File: src/hdl/twr_pkg.sv
`timescale 1ns / 1ps

package twr_pkg;

  // frame buffer size, longer frames are clipped to this length
  localparam int unsigned RxBufferBytes = 128;
  localparam int unsigned HdrBytes      = 4;
  localparam int unsigned HdrTsBytes    = 12;

  // event codes
  localparam logic [2:0] FUNC_START      = 3'd0;
  localparam logic [2:0] FUNC_TX_DONE    = 3'd1;
  localparam logic [2:0] FUNC_RX_GOOD    = 3'd2;
  localparam logic [2:0] FUNC_RX_FAIL    = 3'd3;
  localparam logic [2:0] FUNC_START_LATE = 3'd4;

  // result kinds
  localparam logic [1:0] KIND_SEND_POLL  = 2'd0;
  localparam logic [1:0] KIND_SEND_FINAL = 2'd1;
  localparam logic [1:0] KIND_RECORD     = 2'd2;
  localparam logic [1:0] KIND_NOTICE     = 2'd3;

  // frame type byte of a response
  localparam logic [7:0] MSG_TYPE_RESP = 8'h02;

  // configuration register indexes
  localparam logic [1:0] REG_FINAL_DELAY   = 2'd0;
  localparam logic [1:0] REG_ANTENNA_DELAY = 2'd1;
  localparam logic [1:0] REG_NOTICE_PERIOD = 2'd2;

  // configuration reset values
  localparam logic [31:0] FINAL_DELAY_RST   = 32'd19169400;
  localparam logic [15:0] ANTENNA_DELAY_RST = 16'd0;
  localparam logic [7:0]  NOTICE_PERIOD_RST = 8'd10;

  typedef struct packed {
    logic [2:0]  func;
    logic [39:0] tx_timestamp;
    logic [39:0] rx_timestamp;
    logic [9:0]  rx_length;
    logic [7:0]  rx_type;
    logic [7:0]  rx_seq;
    logic [63:0] rx_remote_time;
  } event_t;

  typedef struct packed {
    logic [1:0]  kind;
    logic [7:0]  out_seq;
    logic [31:0] delayed_tx_word;
    logic [39:0] poll_tx_time;
    logic [39:0] resp_rx_time;
    logic [63:0] remote_resp_tx_time;
    logic [40:0] final_tx_time;
  } result_t;

  typedef struct packed {
    logic [31:0] final_delay_dtu;
    logic [15:0] antenna_delay;
    logic [7:0]  notice_period;
  } cfg_t;

  // handshake between the event register and the engine
  typedef struct packed {
    logic valid;
    logic advance;
  } stage_ctl_t;

endpackage

File: src/hdl/twr_cfg_regs.sv
`timescale 1ns / 1ps

module twr_cfg_regs (
  input  logic          clk,
  input  logic          rst,
  input  logic          cfg_valid,
  output logic          cfg_ready,
  input  logic [1:0]    cfg_index,
  input  logic [31:0]   cfg_data,
  output twr_pkg::cfg_t cfg
);
  import twr_pkg::*;

  // writes are always taken
  assign cfg_ready = 1'b1;

  // register file, unknown indexes are dropped
  always_ff @(posedge clk) begin
    if (rst) begin
      cfg.final_delay_dtu <= FINAL_DELAY_RST;
      cfg.antenna_delay   <= ANTENNA_DELAY_RST;
      cfg.notice_period   <= NOTICE_PERIOD_RST;
    end else if (cfg_valid && cfg_ready) begin
      unique case (cfg_index)
        REG_FINAL_DELAY:   cfg.final_delay_dtu <= cfg_data;
        REG_ANTENNA_DELAY: cfg.antenna_delay   <= cfg_data[15:0];
        REG_NOTICE_PERIOD: cfg.notice_period   <= cfg_data[7:0];
        default: ;
      endcase
    end
  end

endmodule

File: src/hdl/twr_in_stage.sv
`timescale 1ns / 1ps

module twr_in_stage (
  input  logic                clk,
  input  logic                rst,
  input  logic                ev_valid,
  output logic                ev_stall,
  input  twr_pkg::event_t     ev_data,
  input  logic                advance,
  output twr_pkg::stage_ctl_t ctl_unused_guard,
  output logic                held_valid,
  output twr_pkg::event_t     held_data
);
  import twr_pkg::*;

  logic accept;

  // hold off the sender while the held event cannot move on
  assign ev_stall = held_valid && !advance;
  assign accept   = ev_valid && !ev_stall;

  assign ctl_unused_guard.valid   = held_valid;
  assign ctl_unused_guard.advance = advance;

  // event register
  always_ff @(posedge clk) begin
    if (rst) begin
      held_valid <= 1'b0;
    end else if (accept) begin
      held_valid <= 1'b1;
    end else if (advance) begin
      held_valid <= 1'b0;
    end
  end

  always_ff @(posedge clk) begin
    if (accept) begin
      held_data <= ev_data;
    end
  end

endmodule

File: src/hdl/twr_engine.sv
`timescale 1ns / 1ps

module twr_engine (
  input  logic                clk,
  input  logic                rst,
  input  twr_pkg::cfg_t       cfg,
  input  twr_pkg::stage_ctl_t ctl,
  input  twr_pkg::event_t     ev,
  input  logic                out_free,
  output logic                advance,
  output logic                fire,
  output twr_pkg::result_t    result
);
  import twr_pkg::*;

  typedef enum logic [1:0] {
    PH_IDLE,
    PH_POLL_TX,
    PH_WAIT_RESP,
    PH_FINAL_TX
  } phase_t;

  phase_t      phase, phase_next;
  logic [7:0]  seq_num, seq_num_next;
  logic [39:0] poll_time, poll_time_next;
  logic [39:0] resp_time, resp_time_next;
  logic [63:0] remote_time, remote_time_next;
  logic [40:0] final_time, final_time_next;
  logic [7:0]  miss_count, miss_count_next;

  logic        has_res;
  logic [9:0]  len_clip;
  logic        frame_ok;
  logic [40:0] delay_sum;
  logic [31:0] word;
  logic [7:0]  period;
  logic [7:0]  miss_inc;
  logic        miss;

  // frame length clipped to the receive buffer
  assign len_clip = (ev.rx_length > 10'(RxBufferBytes)) ? 10'(RxBufferBytes)
                                                          : ev.rx_length;
  assign frame_ok = (len_clip >= 10'(HdrBytes)) && (ev.rx_type == MSG_TYPE_RESP)
                    && (ev.rx_seq == seq_num);

  // delayed final word and the predicted final transmit time
  assign delay_sum = {1'b0, ev.rx_timestamp} + {9'd0, cfg.final_delay_dtu};
  assign word      = delay_sum[39:8];

  // miss counter wraps at the notice period, zero period acts as one
  assign period   = (cfg.notice_period == 8'd0) ? 8'd1 : cfg.notice_period;
  assign miss_inc = miss_count + 8'd1;

  // next state and result for the held event
  always_comb begin
    phase_next       = phase;
    seq_num_next     = seq_num;
    poll_time_next   = poll_time;
    resp_time_next   = resp_time;
    remote_time_next = remote_time;
    final_time_next  = final_time;
    miss_count_next  = miss_count;
    has_res          = 1'b0;
    miss             = 1'b0;
    result           = '0;
    result.out_seq   = seq_num;

    case (ev.func)
      FUNC_START: begin
        if (phase == PH_IDLE) begin
          has_res     = 1'b1;
          result.kind = KIND_SEND_POLL;
          phase_next  = PH_POLL_TX;
        end
      end
      FUNC_TX_DONE: begin
        if (phase == PH_POLL_TX) begin
          poll_time_next = ev.tx_timestamp;
          phase_next     = PH_WAIT_RESP;
        end else if (phase == PH_FINAL_TX) begin
          has_res                    = 1'b1;
          result.kind                = KIND_RECORD;
          result.poll_tx_time        = poll_time;
          result.resp_rx_time        = resp_time;
          result.remote_resp_tx_time = remote_time;
          result.final_tx_time       = final_time;
          seq_num_next               = seq_num + 8'd1;
          phase_next                 = PH_IDLE;
        end
      end
      FUNC_RX_GOOD: begin
        if (phase == PH_WAIT_RESP) begin
          if (!frame_ok) begin
            miss = 1'b1;
          end else begin
            resp_time_next   = ev.rx_timestamp;
            remote_time_next = (len_clip >= 10'(HdrTsBytes)) ? ev.rx_remote_time
                                                             : 64'd0;
            final_time_next  = {1'b0, word[31:1], 9'd0} + {25'd0, cfg.antenna_delay};
            has_res                    = 1'b1;
            result.kind                = KIND_SEND_FINAL;
            result.delayed_tx_word     = word;
            result.poll_tx_time        = poll_time;
            result.resp_rx_time        = resp_time_next;
            result.remote_resp_tx_time = remote_time_next;
            result.final_tx_time       = final_time_next;
            phase_next                 = PH_FINAL_TX;
          end
        end
      end
      FUNC_RX_FAIL: begin
        if (phase == PH_POLL_TX || phase == PH_WAIT_RESP) begin
          miss = 1'b1;
        end
      end
      FUNC_START_LATE: begin
        if (phase == PH_FINAL_TX) begin
          seq_num_next = seq_num + 8'd1;
          phase_next   = PH_IDLE;
        end
      end
      default: ;
    endcase

    // missed exchange, notice on the first miss of each period
    if (miss) begin
      if (miss_count == 8'd0) begin
        has_res     = 1'b1;
        result.kind = KIND_NOTICE;
      end
      miss_count_next = (miss_inc >= period) ? 8'd0 : miss_inc;
      seq_num_next    = seq_num + 8'd1;
      phase_next      = PH_IDLE;
    end
  end

  // an event moves on unless its result finds the output register holding a stalled result
  assign advance = ctl.valid && (!has_res || out_free);
  assign fire    = advance && has_res;

  // exchange state
  always_ff @(posedge clk) begin
    if (rst) begin
      phase       <= PH_IDLE;
      seq_num     <= 8'd0;
      poll_time   <= 40'd0;
      resp_time   <= 40'd0;
      remote_time <= 64'd0;
      final_time  <= 41'd0;
      miss_count  <= 8'd0;
    end else if (advance) begin
      phase       <= phase_next;
      seq_num     <= seq_num_next;
      poll_time   <= poll_time_next;
      resp_time   <= resp_time_next;
      remote_time <= remote_time_next;
      final_time  <= final_time_next;
      miss_count  <= miss_count_next;
    end
  end

`ifndef SYNTHESIS
  a_fire_needs_event: assert property (@(posedge clk) disable iff (rst)
    fire |-> ctl.valid && advance)
    else $error("result issued without a held event");

  a_poll_enters_tx: assert property (@(posedge clk) disable iff (rst)
    fire && result.kind == KIND_SEND_POLL |=> phase == PH_POLL_TX)
    else $error("poll request did not enter poll transmit phase");

  a_miss_count_bound: assert property (@(posedge clk) disable iff (rst)
    advance && miss |=> miss_count < period || miss_count == 8'd0)
    else $error("miss counter passed the notice period");
`endif

endmodule

File: src/hdl/twr_out_stage.sv
`timescale 1ns / 1ps

module twr_out_stage (
  input  logic             clk,
  input  logic             rst,
  input  logic             load,
  input  twr_pkg::result_t result,
  output logic             out_free,
  output logic             res_valid,
  input  logic             res_stall,
  output twr_pkg::result_t res_data
);
  import twr_pkg::*;

  logic take;

  assign take     = res_valid && !res_stall;
  assign out_free = !res_valid || !res_stall;

  // result register
  always_ff @(posedge clk) begin
    if (rst) begin
      res_valid <= 1'b0;
    end else if (load) begin
      res_valid <= 1'b1;
    end else if (take) begin
      res_valid <= 1'b0;
    end
  end

  always_ff @(posedge clk) begin
    if (load) begin
      res_data <= result;
    end
  end

`ifndef SYNTHESIS
  a_no_overwrite: assert property (@(posedge clk) disable iff (rst)
    !(load && res_valid && res_stall))
    else $error("waiting result overwritten");
`endif

endmodule

File: src/hdl/twr_ranging_initiator.sv
`timescale 1ns / 1ps

// initiator side of double-sided two-way ranging, fed one radio event per transfer
// event channel: ev_valid / ev_stall / ev_data; ev_data carries the event code,
//   transmit and receive timestamps and the decoded response frame fields
// result channel: res_valid / res_stall / res_data; at most one result per event:
//   send poll, send final (delayed), ranging record or no-response notice
// config channel: cfg_valid / cfg_ready / cfg_index / cfg_data, ready is always high;
//   index 0 final delay, 1 antenna delay, 2 notice period; write only while idle
// an event is first registered in the event register, and its result is then loaded
//   into the result register, which drives res_valid
// throughput: one event per cycle unless a result stalls; combinational compare/add
// a stalled result is held; events still flow while they make no result, and an
//   event that makes one waits in the event register until the result register frees
// reset (synchronous, rst high) empties both registers, returns to idle with
//   sequence and miss count zero and loads the default configuration
module twr_ranging_initiator (
  input  logic             clk,
  input  logic             rst,
  input  logic             ev_valid,
  output logic             ev_stall,
  input  twr_pkg::event_t  ev_data,
  output logic             res_valid,
  input  logic             res_stall,
  output twr_pkg::result_t res_data,
  input  logic             cfg_valid,
  output logic             cfg_ready,
  input  logic [1:0]       cfg_index,
  input  logic [31:0]      cfg_data
);
  import twr_pkg::*;

  cfg_t       cfg;
  stage_ctl_t ctl;
  logic       held_valid;
  event_t     held_data;
  logic       advance;
  logic       fire;
  logic       out_free;
  result_t    result;

  twr_cfg_regs u_cfg (
    .clk       (clk),
    .rst       (rst),
    .cfg_valid (cfg_valid),
    .cfg_ready (cfg_ready),
    .cfg_index (cfg_index),
    .cfg_data  (cfg_data),
    .cfg       (cfg)
  );

  twr_in_stage u_in (
    .clk              (clk),
    .rst              (rst),
    .ev_valid         (ev_valid),
    .ev_stall         (ev_stall),
    .ev_data          (ev_data),
    .advance          (advance),
    .ctl_unused_guard (ctl),
    .held_valid       (held_valid),
    .held_data        (held_data)
  );

  twr_engine u_engine (
    .clk      (clk),
    .rst      (rst),
    .cfg      (cfg),
    .ctl      (ctl),
    .ev       (held_data),
    .out_free (out_free),
    .advance  (advance),
    .fire     (fire),
    .result   (result)
  );

  twr_out_stage u_out (
    .clk       (clk),
    .rst       (rst),
    .load      (fire),
    .result    (result),
    .out_free  (out_free),
    .res_valid (res_valid),
    .res_stall (res_stall),
    .res_data  (res_data)
  );

`ifndef SYNTHESIS
  a_stall_only_when_held: assert property (@(posedge clk) disable iff (rst)
    ev_stall |-> held_valid && !out_free)
    else $error("event side stalled with a free path");
`endif

endmodule

File: config.mk
export PLATFORM = sky130hd
export DESIGN_NAME = twr_ranging_initiator
export DESIGN_NICKNAME = d
export VERILOG_FILES = /design/src/hdl/twr_pkg.sv /design/src/hdl/twr_cfg_regs.sv /design/src/hdl/twr_in_stage.sv /design/src/hdl/twr_engine.sv /design/src/hdl/twr_out_stage.sv /design/src/hdl/twr_ranging_initiator.sv
export SDC_FILE = /design/constraint.sdc
export NUM_CORES = 1
export LEC_CHECK = 0
export BUFFER_PORTS_ARGS = -buffer_cell sky130_fd_sc_hd__buf_2
export CAP_MARGIN = 20
export CORE_ASPECT_RATIO = 0.75
export CORE_MARGIN = 2
export CORE_UTILIZATION = 41
export CTS_CLUSTER_SIZE = 12
export DETAILED_ROUTE_END_ITERATION = 6
export PLACE_DENSITY = 0.69
export SETUP_SLACK_MARGIN = 0.3
export SLEW_MARGIN = 5
export SYNTH_ARGS = -nofsm -noshare
export SYNTH_HDL_FRONTEND = slang
export SYNTH_SLANG_ARGS = --single-unit
export TNS_END_PERCENT = 1
File: constraint.sdc
create_clock -name clk -period 8.7 [get_ports clk]
set_input_delay 0.435 -clock clk [delete_from_list [all_inputs] [get_ports clk]]
set_output_delay 0.435 -clock clk [all_outputs]
set_load 0.03 [all_outputs]
# --- Word level (Yosys, flattened, before mapping) ---
# Index checks and enable logic that the tools add are counted.
word_totals:
  register_bits: 661
  input_bits: 212
  elab_cells: 125
classes:
  addsub: 4
  magnitude_cmp: 4
  eq_ne: 15
  mux: 43
  n_reduce_logical: 33
ops:
  columns: ["operator", "count"]
  rows:
  - ["185-bit 2-to-1 mux", 4]
  - ["185-bit one-hot mux with 2 select lines", 1]
  - ["64-bit 2-to-1 mux", 1]
  - ["40-bit by 16-bit adder with 41-bit output", 1]
  - ["40-bit by 32-bit adder with 40-bit output", 1]
  - ["8-bit 2-to-1 mux", 5]
  - ["2-bit 2-to-1 mux", 11]
  - ["8-bit by 1-bit adder with 8-bit output, second input constant", 2]
  - ["8-bit logical NOT", 2]
  - ["8-bit one-hot mux with 2 select lines", 1]
  - ["1-bit 2-to-1 mux", 15]
  - ["10-bit by 3-bit greater-or-equal comparator with 1-bit output, second input constant", 1]
  - ["10-bit by 4-bit greater-or-equal comparator with 1-bit output, second input constant", 1]
  - ["10-bit by 8-bit > comparator with 1-bit output, second input constant", 1]
  - ["10-bit 2-to-1 mux", 1]
  - ["3-bit by 1-bit inequality test with 1-bit output, second input constant", 3]
  - ["3-bit AND reduction", 3]
  - ["8-bit by 2-bit == test with 1-bit output, second input constant", 1]
  - ["8-bit == test", 1]
  - ["8-bit greater-or-equal comparator", 1]
  - ["2-bit one-hot mux with 4 select lines", 1]
  - ["2-bit AND reduction", 4]
  - ["1-bit logical AND", 7]
  - ["2-bit == test, second input constant", 3]
  - ["17 further kinds", 27]

# --- Depth between registers and ports, before layout ---
# Gate-level depths: netlist of the first run.
depth:
  word_depth: 18
  ltp_mapped: 21

# --- Cells and area by module ---
# From an unflattened synthesis of the first run, not the netlist that was laid out.
hier_totals:
  cells_unflattened: 2477
  hier_area_um2: 27376.3
modules_own_cells:
  columns: ["module", "instances", "cells_per_inst", "area_per_inst_um2"]
  rows:
  - ["twr_engine", 1, 1838, 12866.1]
  - ["twr_out_stage", 1, 231, 6849.1]
  - ["twr_in_stage", 1, 179, 5260.0]
  - ["twr_cfg_regs", 1, 229, 2401.1]

# --- Worst setup path after synthesis of the first run ---
# OpenSTA, ideal clock, no wires.
synth_path:
  path_kind: "reg-to-reg"
  startpoint: "register u_in.held_data[75] (netlist name)"
  endpoint: "register u_in.held_data[0] (netlist name)"
  setup_ns: 0.705
  arrival_time_ns: 9.068
  required_ns: 7.995
  setup_slack_ns: -1.073
  stages_incl_launch_ff: 9
  path_buffers: 0
  synth_period_minus_slack_ns: 9.773
  path_cell_list: "edfxtp_1 > nor4b_1 > o211ai_1 > o311a_1 > o2111ai_1 > o311ai_0 > nand4_1 > inv_1 > nor2_1"
synth_via:
  elab_chain_cells: 15
synth_rtl:
  columns: ["item", "line_no", "text"]
  rows:
  - ["8-bit by 2-bit == test with 1-bit output *", "twr_engine.sv:43", "assign frame_ok = (len_clip >= 10'(HdrBytes)) && (ev.rx_type == MSG_TYPE_RESP)"]
  - ["1-bit logical AND *", "twr_engine.sv:43", null]
  - ["1-bit logical AND *", "twr_engine.sv:44", "&& (ev.rx_seq == seq_num);"]
  - ["1-bit 2-to-1 mux", "twr_engine.sv:93", "if (!frame_ok) begin"]
  - ["1-bit 2-to-1 mux", "twr_engine.sv:92", "if (phase == PH_WAIT_RESP) begin"]
  - ["1-bit one-hot mux with 3 select lines", "twr_engine.sv:68", "case (ev.func)"]
  - ["1-bit 2-to-1 mux", "twr_engine.sv:127", "if (miss_count == 8'd0) begin"]
  - ["1-bit 2-to-1 mux *", "twr_engine.sv:126", "if (miss) begin"]
  - ["1-bit logical NOT *", "twr_engine.sv:138", "assign advance = ctl.valid && (!has_res || out_free);"]
  - ["1-bit logical OR *", "twr_engine.sv:138", null]
  - ["1-bit logical AND *", "twr_engine.sv:138", null]
  - ["1-bit logical NOT *", "twr_in_stage.sv:19", "assign ev_stall = held_valid && !advance;"]
  - ["1-bit logical AND *", "twr_in_stage.sv:19", null]
  - ["via ev_stall", "twr_ranging_initiator.sv:21", "output logic ev_stall,"]
  - ["1-bit logical NOT *", "twr_in_stage.sv:20", "assign accept = ev_valid && !ev_stall;"]
  - ["1-bit logical AND *", "twr_in_stage.sv:20", null]
  - ["via u_in.accept", "twr_in_stage.sv:16", "logic accept;"]
# The timed path passes the listed nets; every way through them passes the cells marked *.
# A chain may end at the register's enable or synchronous reset.

==> impl_results.md, run 1 <==
- Root buffer cell: clkbuf_16
- Placed insts: 3,557
- Hold path startpoint: ev_data[104]
- Final setup TNS: 0 ns
- GRT Total Usage: 0.216
- Max-slew violations: 0
- Synthesized cell area: 26,900 µm²
- Post-synth EDFFs: 398
- Synth top area share: 0.444
- Area after DPL: 29,800 µm²
- CTS Sinks: between 600 and 700
- Worst setup path category: flop to flop
- Final HPWL DP: about 50 mm
- Distinct cell type count after synthesis: 79
- Vias in the first global route: 20,500
- Routed wire per std cell: approximately 20 µm
- Lkg Pwr: 0.0126 µW
- Crit-path most repeated cell: o21ai_0
- Hold Crit Depth: 1
- Async set-reset flop share out of synthesis: 0
- R2R depth: 20
- Global-route wire length before repair: 115 mm
- Number of remaining DRC errors: 4
- Worst Setup Start Kind: flop
- IO Count: 442
- Post-CTS Setup Repair Bufs: 0
- Fraction of layout cells with a size suffix above 1: 0.193
- Clock buffer depth: 3
- Via Count: 21,000
- Worst setup startpoint: u_in.held_data[97]$_DFFE_PP_
- Fin crit period: 6.05 ns
- Wirelength, routed: approximately 76 mm
- Relative slew slack: 0.256
- Seq/Total Area, Yosys: 0.638
- Register area: 17,200 µm²
- Core area: 65,100 µm²
- Routability Congestion: roughly 0.93
- Worst r2r src: u_in.held_data[97]$_DFFE_PP_
- Worst path max stage delay: about 0.64 ns
- Cts bufs inserted: 68
- FF-to-FF End: u_out.res_data[33]$_DFFE_PP_
- Initial Util: 0.414
- Core Rows: 81
- Period utilization: 0.696
- Design Area, Final: 33,500 µm²
- Cell Pwr Density: ~200 nW/µm²
- Worst path cell trace: ha_1 > a21oi_1 > o21ai_0 > a21o_1 > a21oi_1 > xnor2_1 > ha_1 > inv_1 > fa_1 > nor2b_1 > o21ai_0 > a21boi_0 > o21ai_0 > a2111oi_4 > nand4_1 > or4_1 > or4_1 > o21ai_1 > nand3_1 > a32o_1
- Outcome: finished with violations
- RSZ-0062 raised after global routing: false
- Port bufs: 438
- Syn nets: 2,658
- Pre-CTS setup slack: 2.77 ns
- Worst EP arrival: 6.40 ns
- Fillers: 5,607
- Die Area: 67,800 µm²
- Area growth, synth to finish: 24.5%
- Overflow after GRT: 0
- Commonest cells post-synth: nand2_1, edfxtp_1, a21oi_1
- Routed vias/inst: 5.47
- Slowest cell on crit path: or4_1
- DR pass1 iterations: 7
- Fmax: 165 MHz
- CTS tree: built
- PnR worst setup slack: 2.65 ns
- Worst Path Required: roughly 9.1 ns
- Largest net degree at the start of global routing: 99
- Avg Cell Area, Syn: between 10 and 15 µm²
- CP top delay family: compound AO/OA/AOI/OAI gates
- Peak supply drop: approximately 150 µV
- Most numerous cell in the Yosys netlist: nand2_1
- DIE WIDTH: 300 µm
- Synth Flop Type: edfxtp_1
- Final Total Pwr: 6590 µW
- Final setup viols: 0
- Failing checks: DRC
- Crit. End Element: flop
- Fin cells: 3,845
- Initial antenna violation count: 2
- Synth Instances: around 2,400
- CTS clock-pin slew for the worst setup and hold paths: 0.06 ns
- Max_cap viols: 0
- Final Hold Fails: 0
- Setup Skew: roughly 0.021 ns
- Maximum fanout along the worst path: 6
- Largest cells by area after synthesis: edfxtp_1, dfxtp_1, nand2_1
- Crit path buf inv count: 1
- Die H: roughly 230 µm
- Slew of the pin with the lowest slew margin: 1.12 ns
- H-Tree Level Count: 3
- WHS Endpoint: u_in.held_data[104]$_DFFE_PP_
- Area of the multi-input gates: ~9100 µm²
- Latest clock arrival within the worst-skew pair: 0.60 ns
- Number of antenna-violating nets in the routed design: 0
- Iteration-0 DRC Markers: 1,954
- Flops & latches, synth: between 600 and 700
- Reg-to-reg setup timing slack: 2.65 ns
- HP Class: input pin to flop
- Cell taking the most area after synthesis: edfxtp_1
- Syn. warnings: 0
- Nets@finish: 3,184
## sequential cells by signal, summed over array words and instances, names as in the netlist
register and cells:
u_engine.remote_time 64, u_engine.poll_time 40, u_in.held_valid 1, u_engine.final_time 41
u_cfg.cfg 56, u_in.held_data 171, u_out.res_data 227, u_engine.seq_num 8
u_out.res_valid 1, u_engine.miss_count 8, u_engine.phase 2, u_engine.resp_time 40
## logic make-up (layout without fill, tap and decap cells)
kind of cell / after synthesis / count (layout) / share of synthesized area
adder cells (fa/ha/maj): 55 / 55 / 0.0258
AO/OA/AOI/OAI: 561 / 561 / 0.139
flip-flops: 659 / 659 / 0.638
multiplexers: 12 / 12 / 0.00446
buffers and inverters: 196 / 776 / 0.0285
AND/OR/NAND/NOR: 846 / 846 / 0.145
other: 1 / 4 / 0.000139
XOR/XNOR: 61 / 61 / 0.0198
## cell type report
type                       count  share of cell area
timing repair buffer         620               0.119
tap                          871              0.0325
sequential                   659               0.512
antenna                        3            0.000224
clock inverter                13             0.00489
multi-input combinational   1536               0.271
clock buffer                 111              0.0574
inverter                      32             0.00358
## where the power goes
part	switching [µW]	internal, µW
clock network	1200	1560
logic	253	175
registers	38.1	3360
## metal layers
metal | global-route usage | part of all wire | wire (µm)
met3 | 0.0442 | 0.079 | 5960
met4 | 0.0731 | 0.031 | 2320
met1 | 0.297 | 0.43 | 32600
met5 | 0 | 0 | 0
met2 | 0.342 | 0.46 | 34800
## cell usage in the layout (no fill, tap or decap), types with 8 or more instances in the layout
master,synthesis,final
a31oi_1,10,10
ha_1,54,54
o21bai_1,9,8
edfxtp_1,398,398
nor2b_1,50,50
a32o_1,65,65
xnor2_1,39,39
clkbuf_1,145,38
a22o_1,55,55
and3_1,10,8
xor2_1,22,22
or3_1,10,10
nand3_1,88,86
buf_2,7,437
o21ai_0,51,51
and2_1,13,13
nand4_1,19,19
buf_4,2,19
nand3b_1,16,16
nor3_1,31,30
mux2i_1,12,12
a21o_1,19,19
dlygate4sd3_1,0,161
dfxtp_1,261,261
a21oi_1,262,262
clkbuf_16,0,69
a211oi_1,19,19
o211ai_1,10,10
inv_1,32,32
nand2_1,450,450
nor4_1,10,10
nor2_1,103,98
## per-stage QoR
step | utilization | hold WS [ns]
after global routing | 0.516 | 0.00161
after floorplan | - | 0.431
final | 0.516 | 0.0312
after global placement | 0.458 | 0.437
after CTS | 0.515 | 0.0000600
after detailed placement | 0.459 | 0.443
## worst max path at each step
stage,end,slack (ns),cells after the start
global route,u_out.res_data[33]$_DFFE_PP_,2.23,20
global placement,u_out.res_data[33]$_DFFE_PP_,2.87,20
CTS,u_out.res_data[33]$_DFFE_PP_,2.74,20
floorplan,u_out.res_data[0]$_DFFE_PP_,1.12,6
detailed placement,u_out.res_data[33]$_DFFE_PP_,2.77,20
finish,u_out.res_data[33]$_DFFE_PP_,2.65,20
## timing repair
action                    CTS  global route
hold buffers              161             0
hold endpoints to repair  161             0
resized for setup           0             0
(Power assumes the default switching activity.)
==> inputs of run 2 (changes only) <==
Settings changed: PLACE_DENSITY 0.69 to 0.67.
Clock period 8.7 ns to 5.7 ns, I/O delays scaled along.
==> impl_results.md, run 2 (same netlist as run 1, synthesis figures left out) <==
- Iteration-0 DRC Markers: 1,931 (-1.2%)
- Clock buffer depth: 3 (unchanged)
- H-Tree Level Count: 3 (unchanged)
- Levels on crit path: 21 (+5.0%)
- Outcome: finished, final reports clean
- Final Hold Fails: 0 (unchanged)
- IO Count: 442 (unchanged)
- Initial antenna violation count: 2 (unchanged)
- Global-route wire length before repair: 118 mm (+2.1%)
- HP Class: input pin to flop
- Lkg Pwr: 0.0130 µW (+3.1%)
- R2R depth: 21 (+5.0%)
- Core area: 65,100 µm² (unchanged)
- Overflow after GRT: 0 (unchanged)
- Worst path cell trace: ha_4 > o21ai_1 > a22oi_2 > a21o_1 > a21oi_2 > xnor2_1 > ha_2 > inv_1 > fa_2 > nor2b_1 > o21ai_1 > a21boi_2 > o21ai_2 > a2111oi_4 > nand4_1 > or4_4 > or4_4 > buf_4 > o31ai_4 > nand3_1 > a32o_1
- Hold Crit Depth: 3 (+2)
- Routed vias/inst: 5.47 (about the same)
- Root buffer cell: clkbuf_16
- Worst EP arrival: 5.60 ns (-0.80 ns)
- Maximum fanout along the worst path: 4 (-2)
- Max_cap viols: 0 (unchanged)
- Crit. End Element: flop
- Largest net degree at the start of global routing: 143 (+44%)
- Worst setup path category: flop to flop
- Worst setup startpoint: u_in.held_data[93]$_DFFE_PP_
- Cts bufs inserted: 70 (+2.9%)
- CTS Sinks: 659 (unchanged)
- CTS tree: built
- Final setup TNS: 0 ns (unchanged)
- Cell Pwr Density: 299 nW/µm² (+52%)
- Most common cell after layout, fill and taps aside: nand2_1
- Die Area: 67,800 µm² (unchanged)
- Nets@finish: 3,254 (+2.2%)
- Worst Path Required: 6.06 ns (-2.99 ns)
- RSZ-0062 raised after global routing: true
- Final setup viols: 0 (unchanged)
- Worst r2r src: u_in.held_data[93]$_DFFE_PP_
- Fraction of layout cells with a size suffix above 1: 0.207 (+0.0141)
- Fin crit period: 5.24 ns (-0.809 ns)
- Core Rows: 81 (unchanged)
- Hold path startpoint: res_stall
- Biggest register: u_out.res_data
- Die H: 226 µm (unchanged)
- Slew of the pin with the lowest slew margin: 1.04 ns (-0.0734 ns)
- Initial Util: 0.414 (unchanged)
- Slowest cell on crit path: edfxtp_1
- Peak supply drop: 369 µV (+140%)
- Max FFs per register: 227 (unchanged)
- Number of remaining DRC errors: 0 (-4)
- Period utilization: 0.920 (+0.224)
- PnR worst setup slack: 0.456 ns (-2.19 ns)
- Routed wire per std cell: 20.0 µm (+1.8%)
- Setup Skew: 0.0175 ns (-0.00358 ns)
- Via Count: 21,400 (+1.8%)
- DIE WIDTH: 300 µm (unchanged)
- GRT Total Usage: 0.223 (+0.00624)
- Crit path buf inv count: 2 (+1)
- Vias in the first global route: 20,900 (+1.9%)
- DR pass1 iterations: 6 (-1)
- Fmax: 191 MHz (+15%)
- Latest clock arrival within the worst-skew pair: 0.61 ns (about the same)
- Routability Congestion: 0.892 (-4.0%)
- Port bufs: 438 (unchanged)
- Number of antenna-violating nets in the routed design: 0 (unchanged)
- Relative slew slack: 0.305 (+0.0489)
- CP top delay family: compound AO/OA/AOI/OAI gates
- Max-slew violations: 0 (unchanged)
- Final HPWL DP: 50.8 mm (+3.7%)
- Worst Setup Start Kind: flop
- CTS clock-pin slew for the worst setup and hold paths: 0.06 ns (about the same)
- Worst path max stage delay: 0.48 ns (-0.16 ns)
- Pre-CTS setup slack: 0.102 ns (-2.67 ns)
- Top flop regs: u_out.res_data x227, u_in.held_data x171, u_engine.remote_time x64
- Most frequent cells in the layout: nand2_1, buf_2, edfxtp_1
- Area growth, synth to finish: 28.1%
- Wirelength, routed: 78.5 mm (+3.7%)
[run 2: cell count changes in the layout (fill, tap and decap cells not counted), sizes merged]
cell | before | now
dlygate4sd3 | 161 | 204
buf | 458 | 483
clkinv | 10 | 8
bufinv | 1 | 2
clkinvlp | 0 | 2
clkbuf | 112 | 113
diode | 3 | 1
inv | 34 | 37
[run 2: per-layer routing]
| layer | vias to the layer above | global-route usage | routed length, µm |
|---|---|---|---|
| li1 | 9889 | - | - |
| met1 | 10500 | 0.305 | 34300 |
| met2 | 895 | 0.354 | 36500 |
| met3 | 154 | 0.0433 | 5470 |
| met4 | 4 | 0.0753 | 2220 |
| met5 | - | 0 | 24 |
[run 2: what timing repair did]
| item | 4_1_cts | 5_1_grt |
|---|---|---|
| endpoints found under the setup margin | 9 | 21 |
| buffers inserted | 2 | 4 |
| resized for setup | 9 | 23 |
| pin swaps | 3 | 10 |
| hold buffers | 204 | 0 |
| hold endpoints to repair | 226 | 0 |
[run 2: report_power, final]
group	total, µW	switching, µW	internal [µW]
combinational	717	407	310
sequential	5190	61.8	5130
clock	4400	1890	2510
total	10300	2360	7950
[run 2: area by class of cell]
class                      count  area (µm²)
fill                        5558       30500
sequential                   659       17200
multi-input combinational   1536        9260
timing repair buffer         688        4680
clock buffer                 112        1980
tap                          871        1090
clock inverter                17         214
inverter                      32         120
antenna                        1        2.50
[run 2: per-stage QoR]
stage	util	hold slack [ns]	total power (µW)	cell area, µm²	instances
global placement	0.462	0.437	5850	30000	3573
global route	0.531	0.0194	10700	34500	3915
finish	0.531	0.0493	10300	34500	3916
CTS	0.528	0.00581	10400	34300	3909
detailed placement	0.462	0.442	5860	30000	3574
floorplan	-	0.384	5630	26900	2391
[run 2: path summary, 6_finish.rpt]
path / slack, ns / to
worst min register to register: 0.45 / u_engine.poll_time[13]$_SDFFE_PP0P_
worst min-delay path: 0.05 / u_in.held_valid$_SDFFE_PP0P_
worst max register to register: 0.46 / u_out.res_data[33]$_DFFE_PP_
worst max-delay path: 0.46 / u_out.res_data[33]$_DFFE_PP_
[run 2: worst min-delay path, delay by kind of cell]
| kind | cells | cell delay [ns] |
|---|---|---|
| buf+inv | 1 | 0.12 |
| compound gates | 1 | 0.08 |
| simple gates | 1 | 0.12 |
==> inputs of run 3 (changes only) <==
Settings changed: HOLD_SLACK_MARGIN set to 0.15.
==> impl_results.md, run 3 (same netlist as run 1, synthesis figures left out) <==
- Maximum fanout along the worst path: 4 (unchanged)
- CP top delay family: compound AO/OA/AOI/OAI gates
- Relative slew slack: 0.296 (-0.00934)
- Overflow after GRT: 0 (unchanged)
- Fin crit period: 5.24 ns (-0.00107 ns)
- PnR worst setup slack: 0.457 ns (+0.00107 ns)
- Top flop regs: u_out.res_data x227, u_in.held_data x171, u_engine.remote_time x64
- DIE WIDTH: 300 µm (unchanged)
- N_diodes: 0 (-1)
- Worst setup startpoint: u_in.held_data[93]$_DFFE_PP_
- Worst r2r src: u_in.held_data[93]$_DFFE_PP_
- Final setup viols: 0 (unchanged)
- Final setup TNS: 0 ns (unchanged)
- Worst Path Required: 6.06 ns (about the same)
- RSZ-0062 raised after global routing: true
- Outcome: finished, final reports clean
- Max FFs per register: 227 (unchanged)
- Number of antenna-violating nets in the routed design: 0 (unchanged)
- HP Class: input pin to flop
- Final HPWL DP: 50.8 mm (unchanged)
- Via Count: 21,400 (-0.014%)
- Biggest register: u_out.res_data
- Core Rows: 81 (unchanged)
- Fmax: 191 MHz (about the same)
- Slowest cell on crit path: edfxtp_1
- Largest net degree at the start of global routing: 143 (unchanged)
- IO Count: 442 (unchanged)
- Initial Util: 0.414 (unchanged)
- Die Area: 67,800 µm² (unchanged)
- Most used routing layer: met2
- Final Hold Fails: 0 (unchanged)
- Nets@finish: 3,256 (+0.061%)
- CTS clock-pin slew for the worst setup and hold paths: 0.06 ns (about the same)
- Number of remaining DRC errors: 0 (unchanged)
- Setup Skew: 0.0177 ns (+0.000132 ns)
- Area growth, synth to finish: 28.2% (about the same)
- H-Tree Level Count: 3 (unchanged)
- Global-route wire length before repair: 118 mm (about the same)
- Worst Setup Start Kind: flop
- DR pass1 iterations: 6 (unchanged)
- Max_cap viols: 0 (unchanged)
- Most common cell after layout, fill and taps aside: nand2_1
- Lkg Pwr: 0.0130 µW (about the same)
- Most frequent cells in the layout: nand2_1, buf_2, edfxtp_1
- Cell Pwr Density: 298 nW/µm² (about the same)
- Die H: 226 µm (unchanged)
- Worst setup path category: flop to flop
- Cts bufs inserted: 70 (unchanged)
- Slew of the pin with the lowest slew margin: 1.06 ns (+0.0140 ns)
- Worst EP arrival: 5.60 ns (about the same)
- Pre-CTS setup slack: 0.102 ns (unchanged)
- Root buffer cell: clkbuf_16
- Latest clock arrival within the worst-skew pair: 0.61 ns (about the same)
- Core area: 65,100 µm² (unchanged)
- Worst path cell trace: ha_4 > o21ai_1 > a22oi_2 > a21o_1 > a21oi_2 > xnor2_1 > ha_2 > inv_1 > fa_2 > nor2b_1 > o21ai_1 > a21boi_2 > o21ai_2 > a2111oi_4 > nand4_1 > or4_4 > or4_4 > buf_4 > o31ai_4 > nand3_1 > a32o_1
- Peak supply drop: 368 µV (about the same)
- GRT Total Usage: 0.223 (about the same)
- Met1 usage: 0.305 (about the same)
- CTS tree: built
- Hold path startpoint: cfg_index[1]
- Initial antenna violation count: 2 (unchanged)
- Port bufs: 438 (unchanged)
- Wirelength, routed: 78.7 mm (+0.26%)
- Iteration-0 DRC Markers: 1,905 (-1.3%)
- Vias in the first global route: 20,900 (+0.15%)
- Routed wire per std cell: 20.1 µm (+0.23%)
- Period utilization: 0.920 (about the same)
- Crit. End Element: flop
- Max-slew violations: 0 (unchanged)
- CTS Sinks: 659 (unchanged)
- Fraction of layout cells with a size suffix above 1: 0.207 (about the same)
- M3 GR Usage: 0.0432 (-0.0000962)
- Worst path max stage delay: 0.48 ns (about the same)
- Met2 Usage GRT: 0.355 (+0.000819)
- Clock buffer depth: 3 (unchanged)
- Routed vias/inst: 5.47 (about the same)
- Routability Congestion: 0.892 (unchanged)
- Crit path buf inv count: 2 (unchanged)
run 3: final cells by class:
type,count,area (µm²)
fill,5560,30500
sequential,659,17200
multi-input combinational,1536,9260
timing repair buffer,690,4700
clock buffer,112,1980
tap,871,1090
clock inverter,17,214
inverter,32,120
run 3: worst register-to-register path: stages, from the launching register on:
cell,delay [ns]
edfxtp_1,0.48
ha_4,0.33
o21ai_1,0.07
a22oi_2,0.18
a21o_1,0.19
a21oi_2,0.07
xnor2_1,0.20
ha_2,0.21
inv_1,0.05
fa_2,0.35
nor2b_1,0.13
o21ai_1,0.11
a21boi_2,0.19
o21ai_2,0.11
a2111oi_4,0.40
nand4_1,0.17
or4_4,0.45
or4_4,0.45
buf_4,0.17
o31ai_4,0.27
nand3_1,0.11
a32o_1,0.29
run 3: stage by stage:
stage,cells,util,area [µm²],total power (µW),hold WS [ns]
5_1_grt,3917,0.531,34500,10700,0.312
4_1_cts,3911,0.528,34300,10400,0.267
2_1_floorplan,2391,-,26900,5630,0.384
3_5_place_dp,3574,0.462,30000,5860,0.442
3_3_place_gp,3573,0.462,30000,5850,0.437
6_report,3917,0.531,34500,10300,0.314
run 3: where the power goes:
part / switching [µW] / internal [µW] / total [µW] / leakage, µW
logic: 407 / 311 / 717 / 0.00583
registers: 61.8 / 5130 / 5190 / 0.00614
clock network: 1890 / 2510 / 4400 / 0.00105
total: 2360 / 7950 / 10300 / 0.0130
run 3: worst paths after layout:
check                                                           end  slack, ns  cells after the start
worst max-delay path                   u_out.res_data[33]$_DFFE_PP_       0.46                     21
worst min-delay path                     u_cfg.cfg[24]$_SDFFE_PP0P_       0.31                      5
worst max register to register         u_out.res_data[33]$_DFFE_PP_       0.46                     21
worst min register to register  u_engine.poll_time[13]$_SDFFE_PP0P_       0.45                      2
run 3: repair_timing:
action	CTS	global route
endpoints found under the setup margin	9	21
gates cloned	0	0
setup buffers	2	4
hold buffers	206	0
hold endpoints to repair	229	0
resized for setup	9	23
pin swaps	3	10
run 3: routing by layer:
layer	vias to the layer above	routed length (µm)
met5	-	24
met4	4	2230
met3	151	5590
met2	896	36700
met1	10500	34200
li1	9897	-
